$ cat config.mk
export PLATFORM = sky130hd
export DESIGN_NAME = ir_pulse_width_capture
export DESIGN_NICKNAME = d
export VERILOG_FILES = /design/src/rtl/irpw_pkg.sv /design/src/rtl/irpw_ram.sv /design/src/rtl/irpw_ctrl.sv /design/src/rtl/ir_pulse_width_capture.sv
export VERILOG_INCLUDE_DIRS = /design/src /design/src/rtl
export SDC_FILE = /design/constraint.sdc
export NUM_CORES = 1
export LEC_CHECK = 0
export BUFFER_PORTS_ARGS = -buffer_cell sky130_fd_sc_hd__buf_2
export CAP_MARGIN = 5
export CORE_MARGIN = 5
export CORE_UTILIZATION = 50
export DETAILED_ROUTE_END_ITERATION = 10
export HOLD_SLACK_MARGIN = 0.06
export PLACE_DENSITY = 0.66
export SLEW_MARGIN = 20
export SYNTH_ARGS = -nofsm -noshare
export SYNTH_HDL_FRONTEND = slang
export SYNTH_HIERARCHICAL = 1
export SYNTH_SLANG_ARGS = --single-unit
$ cat constraint.sdc
create_clock -name clk -period 14.1 [get_ports clk]
set_input_delay 0.705 -clock clk [delete_from_list [all_inputs] [get_ports clk]]
set_output_delay 0.705 -clock clk [all_outputs]
set_load 0.02 [all_outputs]
$ cat src/rtl/ir_pulse_width_capture_defines.svh
// Assertion macros shared by the infrared pulse capture RTL.
// Each macro assumes signals named clk and rst_n in the calling module.
`ifndef IR_PULSE_WIDTH_CAPTURE_DEFINES_SVH
`define IR_PULSE_WIDTH_CAPTURE_DEFINES_SVH

// Same-cycle implication, checked at every rising edge outside reset.
`define IRPW_ASSERT_IMP(lbl, ante, cons, msg) \
  lbl: assert property (@(posedge clk) disable iff (!rst_n) (ante) |-> (cons)) \
    else $error(msg);

// Next-cycle implication, checked at every rising edge outside reset.
`define IRPW_ASSERT_NXT(lbl, ante, cons, msg) \
  lbl: assert property (@(posedge clk) disable iff (!rst_n) (ante) |=> (cons)) \
    else $error(msg);

`endif

$ cat src/rtl/irpw_pkg.sv
// Package for the infrared pulse width capture block.
// Holds sizes, mode and register codes, and the item and request structs.
package irpw_pkg;

  localparam int CAPACITY = 64;
  localparam int IDX_W    = $clog2(CAPACITY);
  localparam int CNT_W    = $clog2(CAPACITY + 1);
  localparam int RIDX_W   = 6;
  localparam int CMP_W    = (CNT_W > RIDX_W) ? CNT_W : RIDX_W;
  localparam int WIDTH_W  = 16;
  localparam int TIME_W   = 32;
  localparam int GLITCH_W = 16;
  localparam int TMO_W    = 20;
  localparam int CFG_IDX_W  = 1;
  localparam int CFG_DATA_W = 20;

  localparam logic [1:0] MODE_EDGE  = 2'd0;
  localparam logic [1:0] MODE_POLL  = 2'd1;
  localparam logic [1:0] MODE_READ  = 2'd2;
  localparam logic [1:0] MODE_CLEAR = 2'd3;

  localparam logic [CFG_IDX_W-1:0] CFG_GLITCH_MIN   = 1'd0;
  localparam logic [CFG_IDX_W-1:0] CFG_IDLE_TIMEOUT = 1'd1;

  localparam logic [GLITCH_W-1:0] GLITCH_RESET  = 16'd250;
  localparam logic [TMO_W-1:0]    TIMEOUT_RESET = 20'd6000;

  typedef struct packed {
    logic [1:0]        mode;
    logic [TIME_W-1:0] time_us;
    logic [RIDX_W-1:0] read_index;
  } in_item_t;

  typedef struct packed {
    logic               frame_ready;
    logic [6:0]         pulse_count;
    logic [WIDTH_W-1:0] entry_width;
  } out_item_t;

  // Memory request from the control unit for one accepted item.
  typedef struct packed {
    logic               we;
    logic [IDX_W-1:0]   waddr;
    logic [WIDTH_W-1:0] wdata;
    logic               re;
    logic [IDX_W-1:0]   raddr;
  } ram_req_t;

  // Status of an accepted item after its state update.
  typedef struct packed {
    logic       frame_ready;
    logic [6:0] pulse_count;
    logic       hit;
  } stage_info_t;

endpackage

$ cat src/rtl/irpw_ram.sv
// Generic single-port-write, single-port-read RAM with registered read data.
// Stand-alone; no package dependency.
module irpw_ram #(
  parameter int WIDTH = 16,
  parameter int DEPTH = 64
) (
  input  logic                     clk,
  input  logic                     we,
  input  logic [$clog2(DEPTH)-1:0] waddr,
  input  logic [WIDTH-1:0]         wdata,
  input  logic                     re,
  input  logic [$clog2(DEPTH)-1:0] raddr,
  output logic [WIDTH-1:0]         rdata
);

  logic [WIDTH-1:0] mem_r [DEPTH];
  logic [WIDTH-1:0] rdata_r;

  always_ff @(posedge clk) begin
    if (we) begin
      mem_r[waddr] <= wdata;
    end
    if (re) begin
      rdata_r <= mem_r[raddr];
    end
  end

  assign rdata = rdata_r;

endmodule

$ cat src/rtl/irpw_ctrl.sv
// Control unit: configuration registers, frame state and memory requests.
// Depends on irpw_pkg and the assertion macro header.
`include "ir_pulse_width_capture_defines.svh"

module irpw_ctrl (
  input  logic                             clk,
  input  logic                             rst_n,
  input  logic                             cfg_we,
  input  logic [irpw_pkg::CFG_IDX_W-1:0]   cfg_index,
  input  logic [irpw_pkg::CFG_DATA_W-1:0]  cfg_wdata,
  input  logic                             acc,
  input  irpw_pkg::in_item_t               item,
  output irpw_pkg::ram_req_t               ram_req,
  output irpw_pkg::stage_info_t            info
);

  logic [irpw_pkg::GLITCH_W-1:0] glitch_r, glitch_nxt;
  logic [irpw_pkg::TMO_W-1:0]    timeout_r, timeout_nxt;
  logic [irpw_pkg::CNT_W-1:0]    count_r, count_nxt;
  logic [irpw_pkg::TIME_W-1:0]   last_r, last_nxt;
  logic                          done_r, done_nxt;
  logic [irpw_pkg::TIME_W-1:0]   gap;
  logic                          hit;

  always_comb begin
    glitch_nxt  = glitch_r;
    timeout_nxt = timeout_r;
    if (cfg_we) begin
      case (cfg_index)
        irpw_pkg::CFG_GLITCH_MIN:   glitch_nxt  = cfg_wdata[irpw_pkg::GLITCH_W-1:0];
        irpw_pkg::CFG_IDLE_TIMEOUT: timeout_nxt = cfg_wdata[irpw_pkg::TMO_W-1:0];
        default: ;
      endcase
    end
  end

  // Gaps wrap modulo 2^32 like the timestamp itself.
  assign gap = item.time_us - last_r;

  always_comb begin
    count_nxt = count_r;
    last_nxt  = last_r;
    done_nxt  = done_r;
    hit       = 1'b0;
    ram_req   = '0;
    ram_req.waddr = count_r[irpw_pkg::IDX_W-1:0];
    ram_req.wdata = gap[irpw_pkg::WIDTH_W-1:0];
    ram_req.raddr = irpw_pkg::IDX_W'(item.read_index);
    if (acc) begin
      case (item.mode)
        irpw_pkg::MODE_EDGE: begin
          if (done_r) begin
            last_nxt = item.time_us;
          end else if (gap >= irpw_pkg::TIME_W'(glitch_r)) begin
            last_nxt = item.time_us;
            if (count_r < irpw_pkg::CNT_W'(irpw_pkg::CAPACITY)) begin
              ram_req.we = 1'b1;
              count_nxt  = count_r + 1'b1;
            end
          end
        end
        irpw_pkg::MODE_POLL: begin
          if (count_r != '0 && !done_r && gap > irpw_pkg::TIME_W'(timeout_r)) begin
            done_nxt = 1'b1;
          end
        end
        irpw_pkg::MODE_READ: begin
          // Only entries below the count were written in this frame.
          hit = irpw_pkg::CMP_W'(item.read_index) < irpw_pkg::CMP_W'(count_r);
          ram_req.re = hit;
        end
        default: begin
          count_nxt = '0;
          done_nxt  = 1'b0;
          last_nxt  = item.time_us;
        end
      endcase
    end
  end

  assign info.frame_ready = done_nxt;
  assign info.pulse_count = 7'(count_nxt);
  assign info.hit         = hit;

  always_ff @(posedge clk) begin
    if (!rst_n) begin
      glitch_r  <= irpw_pkg::GLITCH_RESET;
      timeout_r <= irpw_pkg::TIMEOUT_RESET;
      count_r   <= '0;
      last_r    <= '0;
      done_r    <= 1'b0;
    end else begin
      glitch_r  <= glitch_nxt;
      timeout_r <= timeout_nxt;
      count_r   <= count_nxt;
      last_r    <= last_nxt;
      done_r    <= done_nxt;
    end
  end

  `IRPW_ASSERT_IMP(a_done_needs_count, done_r, count_r != '0, "frame complete with no widths")
  `IRPW_ASSERT_IMP(a_count_bound, 1'b1, count_r <= irpw_pkg::CNT_W'(irpw_pkg::CAPACITY), "count past capacity")
  `IRPW_ASSERT_NXT(a_clear_frame, acc && item.mode == irpw_pkg::MODE_CLEAR, count_r == '0 && !done_r, "frame reset did not clear state")
  `IRPW_ASSERT_IMP(a_no_write_when_done, ram_req.we, !done_r && acc && item.mode == irpw_pkg::MODE_EDGE, "width stored outside an open-frame edge")

endmodule

$ cat src/rtl/ir_pulse_width_capture.sv
// Infrared pulse width capture: one result item for every input item.
// A result passes through the read stage and then the output register before it is offered.
// Throughput: one item per cycle while out_stall is low, bounded by the width store's single write and read port.
// A two-entry pipeline (read stage plus output register) absorbs output stalls without a bubble.
// Reset (synchronous, rst_n low) clears the frame state, the pipeline valids and the registers to
// their defaults; the width store is not cleared and needs no clearing pass.
`include "ir_pulse_width_capture_defines.svh"

module ir_pulse_width_capture (
  input  logic                            clk,
  input  logic                            rst_n,
  input  logic                            cfg_we,
  input  logic [irpw_pkg::CFG_IDX_W-1:0]  cfg_index,
  input  logic [irpw_pkg::CFG_DATA_W-1:0] cfg_wdata,
  input  logic                            in_valid,
  output logic                            in_stall,
  input  irpw_pkg::in_item_t              in_data,
  output logic                            out_valid,
  input  logic                            out_stall,
  output irpw_pkg::out_item_t             out_data
);

  irpw_pkg::ram_req_t    ram_req;
  irpw_pkg::stage_info_t info;
  irpw_pkg::stage_info_t s1_r;
  logic                  s1_valid_r, s1_valid_nxt;
  logic                  out_valid_r, out_valid_nxt;
  irpw_pkg::out_item_t   out_data_r;
  logic [irpw_pkg::WIDTH_W-1:0] rdata;
  logic                  out_free;
  logic                  in_acc;

  // The output register can take a new item when it is empty or being drained.
  assign out_free = !out_valid_r || !out_stall;
  // Stall only when the read stage holds an item that cannot move on.
  assign in_stall = s1_valid_r && !out_free;
  assign in_acc   = in_valid && !in_stall;

  // Frame state lives in the control unit and is updated at acceptance.
  irpw_ctrl u_ctrl (
    .clk       (clk),
    .rst_n     (rst_n),
    .cfg_we    (cfg_we),
    .cfg_index (cfg_index),
    .cfg_wdata (cfg_wdata),
    .acc       (in_acc),
    .item      (in_data),
    .ram_req   (ram_req),
    .info      (info)
  );

  // Edges and reads never share a cycle, and a read of an entry written in the
  // previous cycle sees the new data, so no forwarding path is required.
  irpw_ram #(
    .WIDTH (irpw_pkg::WIDTH_W),
    .DEPTH (irpw_pkg::CAPACITY)
  ) u_store (
    .clk   (clk),
    .we    (ram_req.we),
    .waddr (ram_req.waddr),
    .wdata (ram_req.wdata),
    .re    (ram_req.re),
    .raddr (ram_req.raddr),
    .rdata (rdata)
  );

  // The read data holds while the read stage waits, since no new read is
  // issued until that stage drains.
  assign s1_valid_nxt  = in_acc || (s1_valid_r && !out_free);
  assign out_valid_nxt = out_free ? s1_valid_r : 1'b1;

  always_ff @(posedge clk) begin
    if (!rst_n) begin
      s1_valid_r  <= 1'b0;
      out_valid_r <= 1'b0;
    end else begin
      s1_valid_r  <= s1_valid_nxt;
      out_valid_r <= out_valid_nxt;
    end
  end

  always_ff @(posedge clk) begin
    if (in_acc) begin
      s1_r <= info;
    end
    if (out_free && s1_valid_r) begin
      out_data_r.frame_ready <= s1_r.frame_ready;
      out_data_r.pulse_count <= s1_r.pulse_count;
      out_data_r.entry_width <= s1_r.hit ? rdata : '0;
    end
  end

  assign out_valid = out_valid_r;
  assign out_data  = out_data_r;

  `IRPW_ASSERT_IMP(a_stall_needs_stage, in_stall, s1_valid_r && out_valid_r, "input stalled with room in the pipeline")
  `IRPW_ASSERT_NXT(a_accept_fills_stage, in_acc, s1_valid_r, "accepted item did not enter the read stage")

endmodule
After elaboration in Yosys (flattened, before gate mapping)
Memory sizes are Yosys's and may differ from the RTL's. A register that Yosys moved wholly into a read port is not among the register bits.
Index checks and enable logic that the tools add are counted.
{"block": "op_classes", "n_eq_ne": 3, "add_sub_neg": 2, "n_lt_le_gt_ge": 4, "muxes": 21, "bitwise": 2, "shifts": 0, "n_reduce_logical": 19, "mul": 0, "n_div": 0}
{"cell": "$mux W32", "n": 2}
{"cell": "$pmux W32 S2", "n": 1}
{"cell": "$ge A32 B16 Y1", "n": 1}
{"cell": "$gt A32 B20 Y1", "n": 1}
{"cell": "$sub A32 B32 Y32", "n": 1}
{"cell": "$mux W7", "n": 4}
{"cell": "$pmux W7 S2", "n": 1}
{"cell": "$mux W1", "n": 12}
{"cell": "$add A7 B1 Y7 const B", "n": 1}
{"cell": "$lt A6 B7 Y1", "n": 1}
{"cell": "$lt A7 B7 Y1 const B", "n": 1}
{"cell": "$reduce_bool A7 Y1", "n": 1}
{"cell": "$logic_and A1 B1 Y1", "n": 5}
{"cell": "$logic_not A1 Y1", "n": 5}
{"cell": "$reduce_and A2 Y1", "n": 2}
{"cell": "$reduce_or A2 Y1", "n": 2}
{"cell": "$ne A3 B1 Y1 const B", "n": 1}
{"cell": "$reduce_and A3 Y1", "n": 1}
{"cell": "$eq A2 B1 Y1 const B", "n": 1}
{"cell": "$eq A2 B2 Y1 const B", "n": 1}
{"cell": "$logic_not A2 Y1", "n": 1}
{"cell": "$logic_or A1 B1 Y1", "n": 2}
{"cell": "$not A1 Y1", "n": 2}
{"cell": "$pmux W1 S2", "n": 1}
{"block": "totals", "mem_bits_ro": 0, "output_inout_bits": 26, "memories": 1, "input_bits": 66, "ramBits": 1024, "latchBits": 0, "reg_bits": 111, "elab_cells": 65}
{"name": "u_store.mem_r", "depth": 64, "width": 16, "read_ports": 1, "rd_ports_with_merged_regs": 1, "write_ports": 1, "line_no": "irpw_ram.sv:16", "text": "logic [WIDTH-1:0] mem_r [DEPTH];"}

Logic depth before layout (Yosys ltp)
{"block": "depth", "word_depth": 9, "ltp_mapped": 23, "depth_no_buf": 22}

Cells and area by module
Netlist, hierarchy kept.
{"mod": "irpw_ram", "instances": 1, "area_each_um2": 40202.3, "cells_per_inst": 1829, "seq_area_each_um2": 31230.0}
{"mod": "irpw_ctrl", "instances": 1, "area_each_um2": 6562.5, "cells_per_inst": 861, "seq_area_each_um2": 1521.5}
{"mod": "ir_pulse_width_capture", "instances": 1, "area_each_um2": 1186.1, "cells_per_inst": 58, "seq_area_each_um2": 1031.0}

Worst setup path after synthesis
No wires, ideal clock.
{"block": "synth_timing", "path_kind": "in2reg", "startpoint": "input in_data[10] in the netlist's numbering", "endpoint": "memory u_store.mem_r[48][0] (enable)", "setup_ns": 0.409, "required_ns": 13.691, "stages": 22, "path_buffers": 1, "setup_slack_ns": 6.552, "t_arrival_ns": 7.139, "cell_sequence": "ha_1 a21o_1 a31o_2 nor2_1 o21ai_0 a21o_1 a21oi_1 xnor2_1 ha_1 nand2_1 nor2_1 nand2_1 o21ai_0 o211ai_1 a21oi_1 nor3_1 and3_1 buf_4 nor3_1 nor2b_1 nand4b_1 nor3_1"}
{"item": "from (decl)", "line_no": "ir_pulse_width_capture.sv:17", "text": "input irpw_pkg::in_item_t in_data,"}
{"item": "to (decl)", "line_no": "irpw_ram.sv:16"}

==> flow_summary.json <==
{
  "die_x_um": 320,
  "ys_seq_elements": 1151,
  "path_max_fanout": 66,
  "cts.clk_slew.worst_paths_ps": 60,
  "synthAdderAreaFrac_pct": 2.10,
  "dp_hpwl_mm": 68.5,
  "slew_viol_final": 0,
  "die-area_um2": 102000,
  "final_hold_viol_count": 0,
  "crit_chain": "inv_1 > ha_1 > a21o_1 > a31o_2 > nor2_1 > o21ai_0 > a21o_1 > a21oi_1 > xnor2_2 > buf_4 > ha_1 > nand2_1 > nor2_1 > nand2_1 > o21ai_0 > o211ai_1 > a21oi_1 > nor3_1 > and3_1 > nor3_1 > buf_4 > nor2b_1 > nand3_1 > nor2_2",
  "routed_via_density": 6.05,
  "pwr_density_cell_nw_per_um2": 142,
  "post_cts_resized": 0,
  "grt_antenna_before_repair": 2,
  "yosysUniqueCellTypes": 88,
  "dr.pass1.iters": 7,
  "grt_max_degree": 116,
  "holdBufCountCts": 0,
  "cp.arrival_ps": 7220,
  "ys_seq_area_share_pct": 70.5,
  "cts.sinks": 1151,
  "worst-setup-path-type": "flop to flop",
  "synth-xor-area-share_pct": 0.402,
  "io_buffers": 91,
  "drc": 0,
  "clockRootBuffer": "clkbuf_16",
  "rsz0062_at_grt": "false",
  "finish.net_count": 3042,
  "clock_skew_ps": 33.2,
  "tns_ps": 0,
  "post_cts_buffers": 0,
  "grt_pass1_wl_mm": 169,
  "relSlewSlack_pct": 28.4,
  "cts_buffer_depth": 3,
  "worst_slew_pin_slew_ps": 1070,
  "synthSimpleGateAreaFrac_pct": 5.34,
  "fin_crit_ps": 6920,
  "drt_iter0_markers": 2672,
  "drive_above_1_share_pct": 21.5,
  "track_usage_pct": 21.9,
  "synthesis.instances": 2748,
  "synth-async-reset-ratio_pct": 0,
  "internal_power_mw": 5.84,
  "ir_drop_v": 0.000118,
  "synth-edff-count": 1073,
  "cp-start-kind": "flop",
  "synth_top_family_by_area": "multiplexers",
  "grt_pass1_vias": 25900,
  "die_y_um": 320,
  "synth-main-ff-cell": "edfxtp_1",
  "max_freq_mhz": 145,
  "switching_share_pct": 23.4,
  "hp-class": "primary input to flop",
  "cts_tree": "built",
  "ioPinCount": 92,
  "initial_core_util_pct": 50.4,
  "finalSetupViolCount": 0,
  "synthToLayoutAreaGrowth_pct": 11.8,
  "core_area_um2": 95200,
  "htreeDepth": 3,
  "worstPathRequired_ps": 14410,
  "yosys_warnings": 6,
  "syn-cell-area_um2": 48000,
  "avgSynthCellArea_um2": 17.4,
  "power.switching_mw": 1.79,
  "pwr-share-clk_pct": 38.7,
  "fin_crit_sh_pct": 49.1,
  "routed_wl_mm": 113,
  "status": "completed",
  "synth-compound-area-share_pct": 5.28,
  "gr-total-overflow": 0,
  "power.leakage_nw": 17.6,
  "slowest_delay_ps": 880,
  "syn_nets": 2894,
  "cp_slowest_cell": "nor2_2",
  "endpoint_kind": "flop",
  "p_comb_share_pct": 9.7,
  "clk_latency_ps": 690,
  "p_total_mw": 7.63,
  "rows": 113,
  "gp_congestion": 0.874,
  "wl_per_cell_um": 26.6,
  "seq_power_share_pct": 51.6,
  "drv_cap": 0,
  "vias": 25700,
  "cts_made_buffers": 114,
  "muxShareOfSynthArea_pct": 13.6,
  "ant_nets": 0
}
[metrics by stage]
step / instances / utilization [%] / hold slack (ps) / instance area (µm²) / setup WS, ps
after CTS: 4251 / 56.3 / 209 / 53600 / 7190
after global routing: 4251 / 56.3 / 245 / 53600 / 6730
final: 4253 / 56.3 / 246 / 53600 / 7180
after global placement: 4045 / 52.5 / 408 / 49900 / 6520
after detailed placement: 4045 / 52.5 / 406 / 49900 / 6770
after floorplan: 2748 / - / 400 / 48000 / 6550
[registers in the layout, indices dropped and copies added, names as in the netlist]
register	flops
out_data	24
out_valid	1
s1_r	9
s1_valid_r	1
u_ctrl/count_r	7
u_ctrl/done_r	1
u_ctrl/glitch_r	16
u_ctrl/last_r	32
u_ctrl/timeout_r	20
u_store/mem_r	1024
u_store/rdata	16
[per-layer routing]
metal | up-vias | share of wire [%] | global-route usage (%)
li1 | 11200 | - | -
met1 | 13200 | 40 | 30.0
met2 | 1050 | 50 | 36.7
met3 | 227 | 6.8 | 3.31
met4 | 4 | 3.5 | 6.91
met5 | - | 0.019 | 0
[power groups by stage]
| stage | registers [mW] | logic (mW) | clock network [mW] |
|---|---|---|---|
| 5_1_grt | 3.94 | 0.799 | 3.16 |
| 6_report | 3.94 | 0.739 | 2.95 |
| 4_1_cts | 3.94 | 0.748 | 3.00 |
| 3_3_place_gp | 4.01 | 0.720 | 0 |
| 2_1_floorplan | 4.03 | 0.439 | 0 |
| 3_5_place_dp | 4.01 | 0.746 | 0 |
[cell families after synthesis]
group                      count (synthesis)
buffers and inverters                    240
and+or+nand+nor                          533
muxes                                    368
DFF                                     1151
xor gates and xnor gates                  22
AOI/OAI and AO/OA                        354
adders and majority gates                 80
[cell type report]
cell class                 count  area [µm²]
clock inverter                62         624
clock buffer                 144        3030
timing repair buffer         190        1230
tap                         1265        1580
sequential                  1151       33800
multi-input combinational   1357       13000
inverter                      82         308
fill                        7136       41600
antenna                        2        5.00
[critical path, delay by kind of cell (launching register included)]
kind | cells | cell delay, ps
AND/OR/NAND/NOR | 10 | 2940
flip-flops | 1 | 330
AO/OA/AOI/OAI | 8 | 1700
buffers and inverters | 3 | 810
adder cells (fa/ha/maj) | 2 | 590
XOR/XNOR | 1 | 130
[worst paths after layout]
path / start / endpoint / slack [ps] / cells after the start
worst min register to register: s1_r[8] / out_data[23] / 410 / 0
worst max-delay path: u_ctrl/last_r[4] / u_store/mem_r[14][1] / 7180 / 24
worst min-delay path: in_valid / s1_valid_r / 250 / 2
worst max register to register: u_ctrl/last_r[4] / u_store/mem_r[14][1] / 7180 / 24
[synth_stat cells, types with 26 or more instances]
cell,instances,share of area [%]
nor2_1,98,0.77
buf_2,40,0.42
a21oi_1,70,0.73
nand4_1,27,0.35
and2_1,26,0.34
a21boi_0,28,0.44
mux2_2,27,0.63
nand3_1,41,0.43
a22oi_1,41,0.64
dfxtp_1,78,3.3
clkbuf_1,54,0.42
buf_4,29,0.45
mux2i_1,117,2.4
o21ai_0,32,0.33
mux4_2,220,10
inv_1,82,0.64
edfxtp_1,1073,67
nand2_1,225,1.8
nor2b_1,39,0.51
ha_1,79,2.1
[cells in the final DEF (no fill, tap or decap), types with 26 or more instances in the layout]
| master | n |
|---|---|
| nor2b_1 | 37 |
| buf_4 | 99 |
| nor2_1 | 95 |
| nand2_1 | 225 |
| clkbuf_16 | 117 |
| edfxtp_1 | 1073 |
| a21oi_1 | 70 |
| clkbuf_1 | 27 |
| inv_1 | 81 |
| mux2i_1 | 117 |
| mux4_2 | 220 |
| buf_2 | 87 |
| a22oi_1 | 41 |
| o21ai_0 | 32 |
| mux2_2 | 27 |
| a21boi_0 | 27 |
| dfxtp_1 | 78 |
| nand3_1 | 41 |
| and2_1 | 26 |
| nand4_1 | 27 |
| ha_1 | 79 |
Note: power is estimated with default switching activity, not from simulation.
